### config.mk
export PLATFORM = sky130hd
export DESIGN_NAME = i2c_adc_dac_transaction_master_unit
export DESIGN_NICKNAME = d
export VERILOG_FILES = /design/src/rtl/i2cadc_pkg.sv /design/src/rtl/i2c_adc_dac_transaction_master_unit.sv /design/src/rtl/i2cadc_seq.sv
export SDC_FILE = /design/constraint.sdc
export NUM_CORES = 1
export LEC_CHECK = 0
export BUFFER_PORTS_ARGS = -buffer_cell sky130_fd_sc_hd__clkbuf_2
export CORE_AREA = 2 2 117 119
export CTS_BUF_LIST = sky130_fd_sc_hd__clkbuf_16
export DETAILED_ROUTE_END_ITERATION = 7
export DIE_AREA = 0 0 119 121
export HOLD_SLACK_MARGIN = 0.05
export PLACE_DENSITY = 0.46
export SKIP_LAST_GASP = 1
export SYNTH_ARGS = -nofsm -noshare
export SYNTH_HDL_FRONTEND = slang
export SYNTH_SLANG_ARGS = --single-unit
### constraint.sdc
create_clock -name clk -period 7.4 [get_ports clk]
set_input_delay 0.37 -clock clk [delete_from_list [all_inputs] [get_ports clk]]
set_output_delay 0.37 -clock clk [all_outputs]
set_load 0.01 [all_outputs]
### src/rtl/i2cadc_pkg.sv
// ----------------------------------------------------------------------------
// I2C converter master package
// Transaction types, segment codes and the fixed segment and byte tables.
// ----------------------------------------------------------------------------
package i2cadc_pkg;

	typedef struct packed {
		logic [1:0] opcode;
		logic [1:0] channel;
		logic [7:0] dac_value;
		logic       sda_in;
	} cmd_t;

	typedef struct packed {
		logic       scl_level;
		logic       sda_release;
		logic       busy_res;
		logic       ack_seen;
		logic       read_valid;
		logic [7:0] read_byte;
	} res_t;

	localparam logic [1:0] OP_TICK = 2'd0;
	localparam logic [1:0] OP_ADC  = 2'd1;
	localparam logic [1:0] OP_DAC  = 2'd2;

	localparam logic [2:0] K_NONE    = 3'd0;
	localparam logic [2:0] K_START   = 3'd1;
	localparam logic [2:0] K_RESTART = 3'd2;
	localparam logic [2:0] K_BYTE    = 3'd3;
	localparam logic [2:0] K_ACK     = 3'd4;
	localparam logic [2:0] K_READ    = 3'd5;
	localparam logic [2:0] K_NOACK   = 3'd6;
	localparam logic [2:0] K_STOP    = 3'd7;

	localparam logic [4:0] SEG_IDLE      = 5'd0;
	localparam logic [4:0] SEG_ADC_FIRST = 5'd1;
	localparam logic [4:0] SEG_ADC_ADDR  = 5'd2;
	localparam logic [4:0] SEG_ADC_CTRL  = 5'd4;
	localparam logic [4:0] SEG_ADC_RADDR = 5'd7;
	localparam logic [4:0] SEG_ADC_LAST  = 5'd11;
	localparam logic [4:0] SEG_DAC_FIRST = 5'd12;
	localparam logic [4:0] SEG_DAC_ADDR  = 5'd13;
	localparam logic [4:0] SEG_DAC_CTRL  = 5'd15;
	localparam logic [4:0] SEG_DAC_DATA  = 5'd17;
	localparam logic [4:0] SEG_DAC_LAST  = 5'd19;

	localparam logic [7:0] ADDR_WRITE = 8'h90;
	localparam logic [7:0] CTRL_BYTE  = 8'h40;
	localparam logic [7:0] ADDR_READ  = 8'h91;

	localparam logic [1:0] PH_LOW  = 2'd0;
	localparam logic [1:0] PH_HIGH = 2'd1;
	localparam logic [1:0] PH_LAST = 2'd2;

	function automatic logic [2:0] seg_kind(input logic [4:0] seg);
		logic [2:0] k;
		case (seg)
			5'd1, 5'd12:                           k = K_START;
			5'd2, 5'd4, 5'd7, 5'd13, 5'd15, 5'd17: k = K_BYTE;
			5'd3, 5'd5, 5'd8, 5'd14, 5'd16, 5'd18: k = K_ACK;
			5'd6:                                  k = K_RESTART;
			5'd9:                                  k = K_READ;
			5'd10:                                 k = K_NOACK;
			5'd11, 5'd19:                          k = K_STOP;
			default:                               k = K_NONE;
		endcase
		return k;
	endfunction

	function automatic logic [7:0] byte_for(input logic [4:0] seg, input logic [1:0] chan,
		input logic [7:0] value);
		logic [7:0] b;
		case (seg)
			SEG_ADC_ADDR, SEG_DAC_ADDR: b = ADDR_WRITE;
			SEG_ADC_CTRL:               b = CTRL_BYTE | {6'd0, chan};
			SEG_DAC_CTRL:               b = CTRL_BYTE;
			SEG_ADC_RADDR:              b = ADDR_READ;
			SEG_DAC_DATA:               b = value;
			default:                    b = 8'h00;
		endcase
		return b;
	endfunction

endpackage

### src/rtl/i2c_adc_dac_transaction_master_unit.sv
// ----------------------------------------------------------------------------
// I2C converter transaction master, top level
// Tick-driven master for ADC read and DAC write on an 8-bit I2C converter.
// ----------------------------------------------------------------------------
// Use:
//   cmd channel (cmd_valid/cmd_ready, cmd): one transaction per bus tick, with
//   the opcode (tick, ADC read, DAC write), channel, DAC byte and sampled SDA.
//   res channel (res_valid/res_ready, res): one transaction per tick, giving
//   SCL and SDA drive levels, busy, last acknowledge, read strobe and byte.
//   Start opcodes are taken only when the sequencer is idle; otherwise the
//   tick just advances the running sequence. Each bit costs three ticks.
// Path: a command accepted into the input register is stepped by the
//   combinational logic and taken into the result register, which drives res.
// Throughput: one tick per clock while res is not held off; the step is one
//   pass of combinational logic between the input and result registers.
// Reset: arst_n clears the sequencer to idle, both stages empty, ack and
//   received byte to zero.
// Stall: while res is held off, the result register keeps its transaction
//   and one more command waits in the input register; cmd_ready then drops.
// ----------------------------------------------------------------------------
module i2c_adc_dac_transaction_master_unit (
	input  logic              clk,
	input  logic              arst_n,
	input  logic              cmd_valid,
	output logic              cmd_ready,
	input  i2cadc_pkg::cmd_t  cmd,
	output logic              res_valid,
	input  logic              res_ready,
	output i2cadc_pkg::res_t  res
);
	import i2cadc_pkg::*;

	cmd_t cmd_s1;
	logic valid_s1;
	res_t step_res;
	res_t res_q;
	logic res_valid_q;
	logic adv;

	// step whenever a tick is waiting and the result slot is free or draining
	assign adv       = valid_s1 && (!res_valid_q || res_ready);
	assign cmd_ready = !valid_s1 || adv;

	always_ff @(posedge clk or negedge arst_n) begin
		if (!arst_n) begin
			valid_s1 <= 1'b0;
		end else if (cmd_ready) begin
			valid_s1 <= cmd_valid;
		end
	end

	// payload only, no reset needed
	always_ff @(posedge clk) begin
		if (cmd_ready && cmd_valid) begin
			cmd_s1 <= cmd;
		end
	end

	i2cadc_seq u_seq (
		.clk    (clk),
		.arst_n (arst_n),
		.adv    (adv),
		.cmd    (cmd_s1),
		.res    (step_res)
	);

	always_ff @(posedge clk or negedge arst_n) begin
		if (!arst_n) begin
			res_valid_q <= 1'b0;
		end else if (adv) begin
			res_valid_q <= 1'b1;
		end else if (res_ready) begin
			res_valid_q <= 1'b0;
		end
	end

	always_ff @(posedge clk) begin
		if (adv) begin
			res_q <= step_res;
		end
	end

	assign res_valid = res_valid_q;
	assign res       = res_q;

endmodule

### src/rtl/i2cadc_seq.sv
// ----------------------------------------------------------------------------
// I2C converter master sequencer
// Segment state and the one-tick step: pin levels, shifts and segment advance.
// ----------------------------------------------------------------------------
module i2cadc_seq (
	input  logic               clk,
	input  logic               arst_n,
	input  logic               adv,
	input  i2cadc_pkg::cmd_t   cmd,
	output i2cadc_pkg::res_t   res
);
	import i2cadc_pkg::*;

	logic [4:0] seq_q, seq_n;
	logic [3:0] bit_q, bit_n, bit_inc;
	logic [1:0] phase_q, phase_n;
	logic [7:0] tx_q, tx_n, rx_q, rx_n, val_q, val_n;
	logic [1:0] op_q, op_n, ch_q, ch_n;
	logic       ack_q, ack_n;
	logic [2:0] kind;
	logic [1:0] ph;
	logic       scl, sda, busy, rvalid, seg_done;

	always_comb begin
		seq_n = seq_q; bit_n = bit_q; phase_n = phase_q;
		tx_n = tx_q; rx_n = rx_q; val_n = val_q;
		op_n = op_q; ch_n = ch_q; ack_n = ack_q;
		scl = 1'b1; sda = 1'b1; busy = 1'b0; rvalid = 1'b0; seg_done = 1'b0;
		bit_inc = bit_q + 4'd1;

		// starts only from idle; the accepting tick already drives START
		if (seq_q == SEG_IDLE) begin
			if (cmd.opcode == OP_ADC) begin
				op_n = OP_ADC; ch_n = cmd.channel;
				seq_n = SEG_ADC_FIRST; phase_n = PH_LOW; bit_n = 4'd0;
			end else if (cmd.opcode == OP_DAC) begin
				op_n = OP_DAC; val_n = cmd.dac_value;
				seq_n = SEG_DAC_FIRST; phase_n = PH_LOW; bit_n = 4'd0;
			end
		end

		kind = seg_kind(seq_n);
		ph   = phase_n;
		if (kind == K_NONE) begin
			seq_n = SEG_IDLE; phase_n = PH_LOW; bit_n = 4'd0;
		end else begin
			busy = 1'b1;
			case (kind)
				K_START: begin
					scl = (ph != PH_LAST); sda = (ph == PH_LOW);
				end
				K_RESTART: begin
					scl = (ph != PH_LOW); sda = (ph != PH_LAST);
				end
				K_BYTE: begin
					scl = (ph == PH_HIGH); sda = tx_q[7];
					if (ph == PH_LAST) tx_n = {tx_q[6:0], 1'b0};
				end
				K_ACK: begin
					scl = (ph == PH_HIGH);
					if (ph == PH_HIGH) ack_n = ~cmd.sda_in;
				end
				K_READ: begin
					scl = (ph == PH_HIGH);
					if (ph == PH_HIGH) rx_n = {rx_q[6:0], cmd.sda_in};
				end
				K_NOACK: begin
					scl = (ph == PH_HIGH);
				end
				default: begin // stop
					scl = (ph != PH_LOW); sda = (ph == PH_LAST);
				end
			endcase

			if (ph >= PH_LAST) begin
				phase_n = PH_LOW;
				if (kind == K_BYTE || kind == K_READ) begin
					bit_inc = bit_n + 4'd1;
					if (bit_inc[3]) begin
						bit_n = 4'd0; seg_done = 1'b1;
					end else begin
						bit_n = bit_inc;
					end
				end else begin
					seg_done = 1'b1;
				end
			end else begin
				phase_n = ph + 2'd1;
			end

			if (seg_done) begin
				if (seq_n == SEG_ADC_LAST || seq_n == SEG_DAC_LAST) begin
					rvalid = (seq_n == SEG_ADC_LAST);
					seq_n  = SEG_IDLE;
				end else begin
					seq_n = seq_n + 5'd1;
					if (seg_kind(seq_n) == K_BYTE) tx_n = byte_for(seq_n, ch_n, val_n);
				end
			end
		end

		res.scl_level   = scl;
		res.sda_release = sda;
		res.busy_res    = busy;
		res.ack_seen    = ack_n;
		res.read_valid  = rvalid;
		res.read_byte   = rx_n;
	end

	always_ff @(posedge clk or negedge arst_n) begin
		if (!arst_n) begin
			seq_q <= SEG_IDLE; bit_q <= 4'd0; phase_q <= PH_LOW;
			tx_q <= 8'd0; rx_q <= 8'd0; val_q <= 8'd0;
			op_q <= OP_TICK; ch_q <= 2'd0; ack_q <= 1'b0;
		end else if (adv) begin
			seq_q <= seq_n; bit_q <= bit_n; phase_q <= phase_n;
			tx_q <= tx_n; rx_q <= rx_n; val_q <= val_n;
			op_q <= op_n; ch_q <= ch_n; ack_q <= ack_n;
		end
	end

endmodule

==> results of run 1 <==
==> cells by family (layout without fill, tap and decap cells) <==
group           after synthesis  in the layout
fa+ha+maj                     9              9
mux                          42             42
simple gates                127            127
buf+inv                      30             62
flops                        66             66
xor+xnor                      3              3
compound gates               92             92
==> stage by stage <==
step,hold WS [ps],cell area (um2),util,instances
after detailed placement,478.9,4185,0.3199,561
after global routing,207.6,4448,0.3399,577
after global placement,475.8,4185,0.3199,561
after floorplan,74.41,3872,-,369
after CTS,211.1,4448,0.3399,577
final,222.1,4448,0.3399,577
==> worst max-delay path: cells and delay by family (launching register included) <==
family | cells | cell delay (ps)
AND/OR/NAND/NOR | 7 | 2170
flip-flops | 1 | 680
multiplexers | 2 | 610
adder cells (fa/ha/maj) | 1 | 450
AO/OA/AOI/OAI | 1 | 380
buffers and inverters | 2 | 270
==> state kept, by name (all words and copies together) (netlist names) <==
name	flops
cmd_s1	13
res	13
u_seq.rx_q	8
u_seq.tx_q	8
u_seq.val_q	8
u_seq.seq_q	5
u_seq.bit_q	4
u_seq.ch_q	2
u_seq.phase_q	2
res_valid	1
u_seq.ack_q	1
valid_s1	1
==> per-layer routing <==
metal / GRT usage / share of wire
met5: 0 / 0
met2: 0.2026 / 0.47
met4: 0.04241 / 0.012
met1: 0.1786 / 0.47
met3: 0.03195 / 0.043
==> cell usage in the layout (no fill, tap or decap), drive strengths merged, types with 8 or more instances in the layout <==
master,instances
nand2,44
ha,9
nor2,21
mux2,35
nor3,9
a21o,8
inv,13
o21ai,8
edfxtp,26
o31ai,8
and2,8
dfrtp,40
clkbuf,40
nand3,8
a21oi,27
nand2b,15
==> final cells by class <==
type / count / area (um2)
Tap cell: 176 / 220.2
Multi-Input combinational cell: 273 / 1964
Clock buffer: 9 / 225.2
Inverter: 13 / 48.80
Sequential cell: 66 / 1782
Timing Repair Buffer: 33 / 170.2
Clock inverter: 7 / 37.54
Fill cell: 1312 / 8637
==> power breakdown <==
group          leakage (uW)  total, uW  switching (uW)  internal, uW
Clock              0.000130        376             154           222
Combinational      0.000939        608             349           259
Sequential         0.000777        541            81.5           460
==> worst min-delay path by stage <==
stage	endpoint	cells after the start	from	slack (ps)
3_3_place_gp	res_valid$_DFFE_PN0P_	1	valid_s1$_DFFE_PN0N_	480
6_report	cmd_s1[3]$_DFFE_PP_	1	cmd[3]	220
3_5_place_dp	u_seq.tx_q[6]$_DFFE_PN0P_	1	u_seq.tx_q[6]$_DFFE_PN0P_	480
5_1_grt	cmd_s1[8]$_DFFE_PP_	1	cmd[8]	210
4_1_cts	cmd_s1[10]$_DFFE_PP_	1	cmd[10]	210
2_1_floorplan	res_valid$_DFFE_PN0P_	0	arst_n	70
==> reports/results.txt, run 1 <==
status -> finished, final reports clean
top_reg_cell synth -> dfrtp_1
via count -> 2,898
leakage power total -> 0.001845 uW
unrepaired setup endpoints after global routing -> false
GRT Resource Usage Total -> 0.1305
CP cell instances -> nor2_1, nand4b_1, nor2b_1, inv_1, ha_1, nor2_1, mux2_2, o31a_1, and3_1, inv_2, nand2_1, or2_4, mux2_4
worst rel slew slack -> 0.3030
Synth Area in XOR/XNOR -> 0.006785
Max IR drop VDD -> 0.0001871 V
DRC viols -> 0
Setup crit end -> u_seq.tx_q[5]$_DFFE_PN0P_
Starting Density -> 0.2959
crit path max-delay cell type -> dfrtp_1
Post-Syn Nets -> 395
Iter 0 DRT Violations -> 163
synth cell count leaders -> nand2_1 (43), dfrtp_1 (40), mux2_2 (32)
Setup crit end kind -> flip-flop
largest net degree at the start of global routing -> 41
Final Power -> 1525 uW
Most Frequent Cell on Critical Path -> nor2_1
post-synthesis sequential area ratio -> 0.4601
synthesis-stage register bit count -> 66
TritonCTS clock tree -> done
mean cell area of the mapped netlist -> 10.49 um2
Max Fclk -> 212.7 MHz
Final WS setup -> 2699 ps
fraction of layout cells with a size suffix above 1 -> 0.2444
Syn Inst Count -> 369
CP required -> 7600 ps
Worst R2R End -> u_seq.tx_q[5]$_DFFE_PN0P_
Die Y -> 121 um
mux share of post-synthesis cell area -> 0.1228
Setup TNS -> 0 ps
first-pass GRT wire length -> 14,760 um
core area -> 0.01309 mm2
TritonCTS buffer count -> 9
pre-CTS setup slack -> 2758 ps
final WL -> 8977 um
die width -> 119 um
hold buffers post-CTS -> 0
post-synthesis compound-gate area fraction -> 0.1806
post-cts sizing count -> 0
Ports -> 32
post-DP HPWL -> 6393 um
worst r2r path cells -> 13
final setup fails -> 0
Tcrit/Tclk final -> 0.6353
clock latency on the worst-skew pair -> 320 ps
Synth Area in Simple Gates -> 0.1680
final net count -> 422
reg2reg setup slack -> 2700 ps
Power Density -> 342.9 mW/mm2
first-pass iteration count of the detailed router -> 4
Diodes inserted -> 0
Slew @ Worst Pin -> 1045 ps
Routed WL per cell -> 15.56 um
Worst path max stage delay -> 680 ps
PortBufs -> 31
Distinct cells, synth -> 63
Cell Area, Synth -> 0.003872 mm2
min cycle time layout -> 4701 ps
largest family of logic cells by synthesized area -> compound AO/OA/AOI/OAI gates
clock slew at reported path FFs -> 60 ps
# rows -> 42
Syn. warnings -> 0
Synth Area in Adders -> 0.02908
origin of the worst setup path -> u_seq.seq_q[2]$_DFFE_PN0P_
Post-DRT Antenna Nets -> 0
CTS Buffer Depth -> 2
Die ar. -> 0.01440 mm2
CTS HTree Levels -> 3
Synth area leader -> dfrtp_1
critical path class -> flip-flop to flip-flop
post-CTS setup buffers -> 0
crit path max fanout -> 27
crit path DAT -> 4910 ps
Fin. Hold Viols -> 0
Post-Route Skew -> 4.846 ps
critical path startpoint category -> flip-flop
max-cap viol count -> 0
root cell of the clock tree -> clkbuf_16
CTS sink cnt -> 66
hold crit path type -> input pin to flip-flop
antenna violations before repair -> 0
asr flop ratio synth -> 0.6061
routability cong. -> 0.8531
largest cells by area after synthesis -> dfrtp_1 (26%), edfxtp_1 (20%), mux2_2 (9.3%)
Vias/cell -> 5.023
Post-synth EDFFs -> 26
top-count cell post-synth -> nand2_1
Synth top area share -> 0.2585
Slew Limit Fails -> 0
synthesis-to-finish area growth -> 14.86%
grt ovf -> 0
vias in the first global route -> 2,831
RR Startpoint -> u_seq.seq_q[2]$_DFFE_PN0P_
No activity file was read; power rests on OpenSTA's default activity.
==> inputs of run 2 (changes only) <==
- clock period: 7.4 -> 4.5 ns (I/O delays scaled with it)
==> run 2 against run 1 <==
  * Combinational power rose by 76%
  * Clock skew rose by 4.4 ps
  * Sequential share of layout area fell by 0.83 points
  * Via count fell by 0.14%
  * Register-to-register slack got worse by 2200 ps
  * Non-clock buffer count rose by 7
  * Clock-buffer cell count did not move
  * Fmax rose by 18%
  * Die area did not move
  * Largest power group unchanged
==> reports/results.txt, run 2 (synthesis gave the netlist of run 1 again) <==
status -> finished, final reports clean
unrepaired setup endpoints after global routing -> false
TritonCTS buffer count -> 9 (unchanged)
root cell of the clock tree -> clkbuf_16
largest net degree at the start of global routing -> 41 (unchanged)
Pint -> 1674 uW (+78%)
crit path max-delay cell type -> dfrtp_1
clock network fraction of total power -> 0.274 (+0.028)
sequential share of power -> 0.319 (-0.036)
crit path DAT -> 4200 ps (-710 ps)
CP required -> 4710 ps (-2890 ps)
Die Y -> 121 um (unchanged)
CP cell instances -> nor3_1, nand4b_1, nor2b_1, inv_1, ha_1, nor2_1, mux2_2, o31a_1, inv_1, o31ai_4, o21bai_4, or2_4, mux2_4
footprint of the multi-input gates -> 0.001964 mm2 (unchanged)
post-DP HPWL -> 6401 um (+0.13%)
Most Frequent Cell on Critical Path -> inv_1
antenna violations before repair -> 0 (unchanged)
worst rel slew slack -> 0.2910 (-0.01205)
final setup fails -> 0 (unchanged)
Diodes inserted -> 0 (unchanged)
Ports -> 32 (unchanged)
met3 usage -> 0.02726 (-0.004699)
post-cts sizing count -> 0 (unchanged)
met2 usage -> 0.2216 (+0.01904)
post-CTS setup buffers -> 0 (unchanged)
Most Used Layer, Global Route -> met2
Sw Ratio -> 0.3611 (-0.02202)
Slew Limit Fails -> 0 (unchanged)
core area -> 0.01309 mm2 (unchanged)
hold slack -> 70.82 ps (-151.2 ps)
leakage power total -> 0.001904 uW (+3.2%)
critical path startpoint category -> flip-flop
CTS sink cnt -> 66 (unchanged)
Power Density -> 576.9 mW/mm2 (+68%)
max-cap viol count -> 0 (unchanged)
Max IR drop VDD -> 0.0002140 V (+14%)
synthesis-to-finish area growth -> 17.29%
power share of the combinational group -> 0.407 (+0.008)
Slew @ Worst Pin -> 1064 ps (+18.08 ps)
most common cell after layout, fill and taps aside -> nand2_1
CTS HTree Levels -> 3 (unchanged)
met1 Usage GRT -> 0.1727 (-0.005966)
critical path class -> flip-flop to flip-flop
first-pass GRT wire length -> 15,080 um (+2.2%)
clock latency on the worst-skew pair -> 330 ps (about the same)
Max Fclk -> 250.5 MHz (+18%)
fraction of layout cells with a size suffix above 1 -> 0.2500 (+0.005611)
Starting Density -> 0.2959 (unchanged)
Routed WL per cell -> 15.35 um (-1.3%)
vias in the first global route -> 2,970 (+4.9%)
# rows -> 42 (unchanged)
Setup crit end kind -> flip-flop
Tcrit/Tclk final -> 0.8872 (+0.2519)
routability cong. -> 0.9045 (+6.0%)
PortBufs -> 31 (unchanged)
NetSw -> 946.0 uW (+62%)
most frequent cells in the layout -> nand2_1 (43), dfrtp_1 (40), mux2_2 (32), clkbuf_2 (31), a21oi_1 (27)
DRC viols -> 0 (unchanged)
clock slew at reported path FFs -> 60 ps (about the same)
GRT Resource Usage Total -> 0.1325 (+0.002005)
Iter 0 DRT Violations -> 153 (-6.1%)
crit path max fanout -> 15 (-44%)
final net count -> 429 (+1.7%)
Fin. Hold Viols -> 0 (unchanged)
Setup TNS -> 0 ps (unchanged)
min cycle time layout -> 3993 ps (-708.9 ps)
Die ar. -> 0.01440 mm2 (unchanged)
die width -> 119 um (unchanged)
Post-DRT Antenna Nets -> 0 (unchanged)
Fill cells -> 1,323 (+0.84%)
FF/Latch Area -> 0.001782 mm2 (unchanged)
TritonCTS clock tree -> done
via count -> 2,894 (-0.14%)
first-pass iteration count of the detailed router -> 6 (+2)
final WL -> 8966 um (-0.12%)
CTS Buffer Depth -> 2 (unchanged)
hold buffers post-CTS -> 0 (unchanged)
grt ovf -> 0 (unchanged)
Post-Route Skew -> 9.241 ps (+4.394 ps)
Vias/cell -> 4.955 (-1.3%)
Worst path max stage delay -> 630 ps (-50 ps)
hold crit path type -> input pin to flip-flop
[run 2: final cells by class]
cell class	instances	share of cell area
multi-input combinational	273	0.4325
sequential	66	0.3923
clock buffer	9	0.04959
timing repair buffer	40	0.04904
tap	176	0.04848
clock inverter	7	0.01736
inverter	13	0.01074
[run 2: per-layer routing]
layer | up-vias | routed length [um]
li1 | 1433 | -
met1 | 1398 | 4237
met5 | - | 0
met2 | 53 | 4335
met3 | 10 | 286
met4 | 0 | 107
[run 2: critical path, delay by kind of cell (launching register included)]
family	cells	cell delay (ps)
AND/OR/NAND/NOR	5	1040
AO/OA/AOI/OAI	3	1010
flip-flops	1	630
multiplexers	2	480
adder cells (fa/ha/maj)	1	390
buffers and inverters	2	320
[run 2: worst paths after layout]
kind                                                 start                         end  slack (ps)  depth (start not counted)
worst max-delay path            u_seq.seq_q[1]$_DFFE_PN0P_   u_seq.tx_q[3]$_DFFE_PN0P_         510                         13
worst min-delay path                                cmd[9]         cmd_s1[9]$_DFFE_PP_          70                          1
worst max register to register  u_seq.seq_q[1]$_DFFE_PN0P_   u_seq.tx_q[3]$_DFFE_PN0P_         510                         13
worst min register to register   u_seq.tx_q[6]$_DFFE_PN0P_   u_seq.tx_q[6]$_DFFE_PN0P_         490                          1
max in group asynchronous                           arst_n  u_seq.val_q[1]$_DFFE_PN0P_        3750                          1
min in group asynchronous                           arst_n   u_seq.rx_q[3]$_DFFE_PN0P_          80                          1
[run 2: power by group through the flow]
stage | clock (uW) | combinational (uW) | sequential, uW
4_1_cts | 742 | 1070 | 837
5_1_grt | 766 | 1180 | 851
3_3_place_gp | 0 | 1070 | 844
3_5_place_dp | 0 | 1070 | 847
6_report | 717 | 1070 | 835
2_1_floorplan | 0 | 837 | 825
[run 2: per-stage QoR]
step | setup slack (ps) | area, um2 | std cells | util | power [uW]
final | 507.5 | 4542 | 584 | 0.3471 | 2620
after global routing | 146.6 | 4542 | 584 | 0.3471 | 2799
after CTS | 516.5 | 4542 | 584 | 0.3471 | 2650
after detailed placement | 491.8 | 4238 | 568 | 0.3239 | 1915
after global placement | 729.5 | 4238 | 568 | 0.3239 | 1914
after floorplan | 550.1 | 3872 | 369 | - | 1662
